--- config.mk ---
export PLATFORM = sky130hd
export DESIGN_NAME = bta_ctrl
export DESIGN_NICKNAME = d
export VERILOG_FILES = /design/src/sv/bta_pkg.sv /design/src/sv/bta_ctrl.sv
export SDC_FILE = /design/constraint.sdc
export NUM_CORES = 1
export LEC_CHECK = 0
export ABC_AREA = 1
export BUFFER_PORTS_ARGS = -buffer_cell sky130_fd_sc_hd__buf_2
export CORE_UTILIZATION = 48
export CTS_CLUSTER_SIZE = 30
export DETAILED_ROUTE_END_ITERATION = 6
export GPL_TIMING_DRIVEN = 0
export PLACE_DENSITY = 0.77
export SYNTH_ARGS = -nofsm -noshare
export SYNTH_HDL_FRONTEND = slang
export SYNTH_SLANG_ARGS = --single-unit
--- constraint.sdc ---
create_clock -name clk -period 1.6 [get_ports clk]
set_input_delay 0.32 -clock clk [delete_from_list [all_inputs] [get_ports clk]]
set_output_delay 0.32 -clock clk [all_outputs]
set_load 0.1 [all_outputs]
--- src/sv/bta_pkg.sv ---
// ----------------------------------------------------------------------------
// bta_pkg
// Shared types and constants of the block table page allocator: entry
// encoding, status codes, register indexes and the control interface.
// ----------------------------------------------------------------------------
package bta_pkg;

    localparam int ACC_W = 33;

    localparam logic [7:0] TYPE_MASK  = 8'h0f;
    localparam logic [7:0] TYPE_FREE  = 8'h00;
    localparam logic [7:0] TYPE_TAKEN = 8'h01;
    localparam logic [7:0] FLAG_FIRST = 8'h40;
    localparam logic [7:0] FLAG_NEXT  = 8'h80;

    localparam logic [1:0] ST_OK       = 2'd0;
    localparam logic [1:0] ST_NO_RUN   = 2'd1;
    localparam logic [1:0] ST_BAD_SIZE = 2'd2;
    localparam logic [1:0] ST_BAD_FREE = 2'd3;

    localparam logic KIND_ALLOC = 1'b0;
    localparam logic KIND_FREE  = 1'b1;

    localparam logic CFG_HEAP_BASE = 1'b0;
    localparam logic CFG_BLOCKS    = 1'b1;

    typedef enum logic [2:0] {
        OP_HOLD,
        OP_CLEAR,
        OP_START,
        OP_SCAN,
        OP_MARK,
        OP_SEEK,
        OP_WALK
    } op_t;

    typedef struct packed {
        op_t        op;
        logic       out_load;
        logic [1:0] out_status;
        logic       out_use_addr;
    } bta_cmd_t;

    typedef struct packed {
        logic clear_last;
        logic zero_size;
        logic scan_end;
        logic found;
        logic oversize;
        logic mark_last;
        logic seek_bad;
        logic seek_hit;
        logic head_ok;
        logic walk_last;
    } bta_stat_t;

endpackage

--- src/sv/bta_ctrl.sv ---
// ----------------------------------------------------------------------------
// bta_ctrl
// Sequencer of the allocator: clearing pass, request dispatch, first-fit
// scan, run marking, free address search, chain walk and result hand-off.
// ----------------------------------------------------------------------------
module bta_ctrl (
    input  logic                clk,
    input  logic                rst_n,
    input  logic                in_valid,
    input  logic                kind,
    output logic                in_stall,
    input  logic                out_stall,
    output logic                out_valid,
    output bta_pkg::bta_cmd_t   cmd,
    input  bta_pkg::bta_stat_t  stat
);

    typedef enum logic [2:0] {
        S_CLEAR,
        S_IDLE,
        S_SCAN,
        S_MARK,
        S_SEEK,
        S_CHECK,
        S_WALK,
        S_DONE
    } state_t;

    state_t     state_reg, state_next;
    logic [1:0] code_reg, code_next;
    logic       use_addr_reg, use_addr_next;
    logic       out_valid_reg, out_valid_next;
    logic       out_free;

    assign out_free  = !out_valid_reg || !out_stall;
    assign in_stall  = (state_reg != S_IDLE);
    assign out_valid = out_valid_reg;

    always_comb
    begin
        state_next       = state_reg;
        code_next        = code_reg;
        use_addr_next    = use_addr_reg;
        cmd.op           = bta_pkg::OP_HOLD;
        cmd.out_load     = 1'b0;
        cmd.out_status   = code_reg;
        cmd.out_use_addr = use_addr_reg;
        case (state_reg)
            S_CLEAR:
            begin
                cmd.op = bta_pkg::OP_CLEAR;
                if (stat.clear_last)
                begin
                    state_next = S_IDLE;
                end
            end
            S_IDLE:
            begin
                if (in_valid)
                begin
                    cmd.op     = bta_pkg::OP_START;
                    state_next = (kind == bta_pkg::KIND_FREE) ? S_SEEK : S_SCAN;
                end
            end
            S_SCAN:
            begin
                cmd.op = bta_pkg::OP_SCAN;
                if (stat.zero_size)
                begin
                    code_next     = bta_pkg::ST_BAD_SIZE;
                    use_addr_next = 1'b0;
                    state_next    = S_DONE;
                end
                else if (stat.scan_end)
                begin
                    code_next     = stat.oversize ? bta_pkg::ST_BAD_SIZE : bta_pkg::ST_NO_RUN;
                    use_addr_next = 1'b0;
                    state_next    = S_DONE;
                end
                else if (stat.found)
                begin
                    state_next = S_MARK;
                end
            end
            S_MARK:
            begin
                cmd.op = bta_pkg::OP_MARK;
                if (stat.mark_last)
                begin
                    code_next     = bta_pkg::ST_OK;
                    use_addr_next = 1'b1;
                    state_next    = S_DONE;
                end
            end
            S_SEEK:
            begin
                cmd.op = bta_pkg::OP_SEEK;
                if (stat.seek_bad)
                begin
                    code_next     = bta_pkg::ST_BAD_FREE;
                    use_addr_next = 1'b0;
                    state_next    = S_DONE;
                end
                else if (stat.seek_hit)
                begin
                    state_next = S_CHECK;
                end
            end
            S_CHECK:
            begin
                if (stat.head_ok)
                begin
                    state_next = S_WALK;
                end
                else
                begin
                    code_next     = bta_pkg::ST_BAD_FREE;
                    use_addr_next = 1'b0;
                    state_next    = S_DONE;
                end
            end
            S_WALK:
            begin
                cmd.op = bta_pkg::OP_WALK;
                if (stat.walk_last)
                begin
                    code_next     = bta_pkg::ST_OK;
                    use_addr_next = 1'b0;
                    state_next    = S_DONE;
                end
            end
            S_DONE:
            begin
                if (out_free)
                begin
                    cmd.out_load = 1'b1;
                    state_next   = S_IDLE;
                end
            end
            default:
            begin
                state_next = S_IDLE;
            end
        endcase
    end

    always_comb
    begin
        out_valid_next = out_valid_reg;
        if (out_valid_reg && !out_stall)
        begin
            out_valid_next = 1'b0;
        end
        if (cmd.out_load)
        begin
            out_valid_next = 1'b1;
        end
    end

    always_ff @(posedge clk or negedge rst_n)
    begin
        if (!rst_n)
        begin
            state_reg     <= S_CLEAR;
            code_reg      <= bta_pkg::ST_OK;
            use_addr_reg  <= 1'b0;
            out_valid_reg <= 1'b0;
        end
        else
        begin
            state_reg     <= state_next;
            code_reg      <= code_next;
            use_addr_reg  <= use_addr_next;
            out_valid_reg <= out_valid_next;
        end
    end

    a_no_overwrite: assert property (@(posedge clk) disable iff (!rst_n)
        cmd.out_load |-> (!out_valid_reg || !out_stall))
        else $error("A result was loaded over one not yet taken.");

    a_load_shows: assert property (@(posedge clk) disable iff (!rst_n)
        cmd.out_load |=> out_valid_reg)
        else $error("A loaded result is not presented.");

endmodule

After elaboration in Yosys (flattened, before gate mapping)
Index checks and enable logic that the tools add are counted.

word-level totals
  logic and storage cells = 65
  output and inout port bits = 9
  input port bits = 15
  register bits after elaboration = 7

operators by class
  muxes and demuxes = 34
  reductions and logical operators = 9
  equality and inequality tests = 18

operators with widths
  cell                  count
  $mux W3               11
  $pmux W3 S8           1
  $pmux W3 S6           1
  $mux W2               8
  $ne A2 B2 Y1 const B  7
  $eq A3 B3 Y1 const B  4
  $mux W1               11
  $pmux W2 S5           1
  $reduce_and A7 Y1     1
  $eq A3 B2 Y1 const B  2
  $ne A3 B3 Y1 const B  2
  $reduce_and A6 Y1     1
  $pmux W1 S5           1
  $reduce_bool A5 Y1    1
  $ne A4 B4 Y1 const B  1
  $eq A3 B1 Y1 const B  1
  $logic_not A3 Y1      1
  $ne A3 B1 Y1 const B  1
  $logic_not A1 Y1      2
  $reduce_bool A2 Y1    1
  $logic_and A1 B1 Y1   1
  $logic_or A1 B1 Y1    1

Depth between registers and ports, before layout
  word-level depth = 5
  gate-level depth with buffers = 9
  gate-level depth less buffers = 9

Least setup slack after synthesis
No wires, ideal clock.

  path kind = reg-to-output
  from = register state_reg[1]
  to = output port cmd[5] in the netlist's numbering
  stages on the path, launching flop included = 5
  path slack = -2.327 ns
  data arrival time = 3.607 ns
  data required time = 1.280 ns
  path buffers = 1
  cell sequence = dfrtp_1 buf_6 nor2_2 nand2_1 o21ai_0

RTL lines
  item                      line             source
  start: declaration        bta_ctrl.sv:29   state_t state_reg, state_next;
  start signal: assignment  bta_ctrl.sv:171  state_reg <= state_next;
  end: declaration          bta_ctrl.sv:14   output bta_pkg::bta_cmd_t cmd,

==> impl_metrics.ini <==
[worst_setup_path]
rrSetupSlack_ps = 90
worst_ep_required_time_ps = 1280
worstPathArrival_ps = 1350
r2r-start = state_reg[2]
crit_chain = buf_6, nor2_4, nand2_8, o21ai_4, buf_12
crit_path_top_delay_cell = dfrtp_1
cp_max_fo = 6
slowest_delay_ps = 380
worstSetupPathType = register to output pin
reg2reg_to = state_reg[0]
r2r_cells = 9
cp-start-kind = register
endpoint_kind = output pin

[layout]
final_common_cell = nand2_1
largest_register_ffs = 3
multi_input_area_sq_um = 469.2
stdcell_area_sq_mm = 0.001160
final_cell_mix = nand2_1, buf_4, buf_2
layoutNonFillerInstCount = 161
regArea_sq_um = 178.9
antenna-diode-count = 0
syn_to_final_growth_pct = 67.93
layout-drive-gt1-share_pct = 55.48
nets = 162
fillCellCount = 70

[global_route]
antenna_found_initial = 0
grt_use_total_pct = 26.91
grt_start_max_net_pins = 11
grt_pass1_wl_um = 2704
grt_overflow = 0
grt_util_met1_pct = 28.23
met2_usage_pct = 49.19
busiest_layer = met2
grt_use_met3_pct = 10.00
grt_pass1_vias = 661

[routing]
postRouteAntennaNets = 0
firstDrtPassIters = 4
wl_per_cell_um = 12.71
remaining_drc_errors = 0
dr_total_vias = 796
vias_per_cell = 4.944
drt_iter0_drc = 21
routed_wl_um = 2047

[sta]
hold_viol_final = 0
rsz0062_at_grt = yes
maxSlewHeadroom_pct = 67.68
skew_ps = 1.131
period_share_pct = 104.7
tightest_slew_ps = 488.1
fmax_ghz = 0.5972
slew_viol_final = 0
min_period_ps = 1674
finalSetupViolCount = 4
timing.final.ws_setup_ps = -74.40

[synth]
ys_seq_elements = 7
synthTopCellsByArea = dfrtp_1, nand2_1, nand3_1
netlist.area_leader.share_pct = 25.36
netlist_area_sq_um = 690.7
syn_inst = 100
synth_nets = 115
avgSynthCellArea_sq_um = 6.907
yosysUniqueCellTypes = 19
synth-seq-area-share_pct = 25.36
synth_area_leader_cell = dfrtp_1
yosysWarnings = 0

[placement]
io_buffers = 23
gp_congestion = 0.8644
placed_cells = 138
dp_hpwl_um = 1282
post_dp_cell_area_sq_um = 880.8

[min_path]
hold_path_depth = 3
hold_start = out_stall
min_to = out_valid
hold_class = input port to register

[job]
maxCapViolCount = 0

[clock_network]
cts_tree = built
path_clk_slew_ps = 50
cts_made_buffers = 3
cts_max_level = 1
cts_root_buffer = clkbuf_4
cts_buffer_depth = 2
cts_sinks = 7
clk_latency_ps = 270

[die]
io_pins = 24
die_w_um = 39.93
fp.dieH_um = 39.93
start_util_pct = 52.42
rows = 13
core_area_sq_mm = 0.001318
die_area_sq_mm = 0.001594

[status]
violations = setup timing
status = finished with violations
## per-stage QoR
| stage | setup TNS (ps) | worst slack (ps) | hold WS, ps | utilization (%) |
|---|---|---|---|---|
| floorplan | -171.9 | -171.9 | 24.41 | - |
| global placement | -148.8 | -78.05 | 156.7 | 66.86 |
| detailed placement | -201.9 | -87.28 | 160.1 | 66.86 |
| CTS | -156.2 | -87.86 | 266.4 | 79.68 |
| global route | -354.4 | -112.6 | 305.1 | 88.03 |
| finish | -168.3 | -74.40 | 270.2 | 88.03 |
## cells by family after synthesis
| group | count (synthesis) | synth area share, % |
|---|---|---|
| AOI/OAI and AO/OA | 6 | 4.710 |
| buffers and inverters | 19 | 14.67 |
| DFF | 7 | 25.36 |
| and+or+nand+nor | 68 | 55.25 |
## cells in the mapped netlist
library cell   n
nand2_1       27
inv_1         12
nand3_1       12
dfrtp_1        7
nand2_2        5
nor2_2         5
nor2_4         5
nor2_1         4
o21ai_0        4
buf_6          3
nand2_4        3
buf_4          2
inv_2          2
nand3_2        2
nand4_1        2
or2_2          2
a21oi_1        1
nand3b_1       1
o211ai_1       1
## worst max-delay path by stage
stage / cells past startpoint / from / slack, ps / to
3_5_place_dp: 5 / state_reg[0] / -90 / cmd[3]
5_1_grt: 5 / state_reg[1] / -110 / cmd[5]
3_3_place_gp: 5 / state_reg[0] / -80 / cmd[3]
4_1_cts: 5 / state_reg[1] / -90 / cmd[5]
6_report: 5 / state_reg[1] / -70 / cmd[5]
2_1_floorplan: 4 / state_reg[1] / -170 / cmd[5]
## metal layers
metal,wire (um),vias up
met5,0,-
met3,88,2
met2,1099,31
li1,-,404
met1,837,359
met4,21,0
## area by class of cell
cell class | count | share of cell area [%]
multi-input combinational | 74 | 40.45
buffer | 5 | 4.962
inverter | 14 | 4.531
clock buffer | 4 | 2.265
sequential | 7 | 15.43
tap | 15 | 1.618
timing repair buffer | 42 | 30.74
## worst max-delay path: cells and delay by family, from the launching register on
family	cells	cell delay [ps]
compound gates	1	140
buf+inv	2	330
flops	1	380
simple gates	2	230
## timing repair
| action | CTS | global route |
|---|---|---|
| endpoints found under the hold margin | 7 | 0 |
| hold buffers | 1 | 0 |
| cloned | 0 | 1 |
| buffers inserted | 8 | 9 |
| pin swaps | 4 | 2 |
| resized for setup | 21 | 2 |
| endpoints found under the setup margin | 5 | 5 |
Power is not shown: default switching activity piles up to over one toggle a cycle in this logic, so the estimate is an artifact.
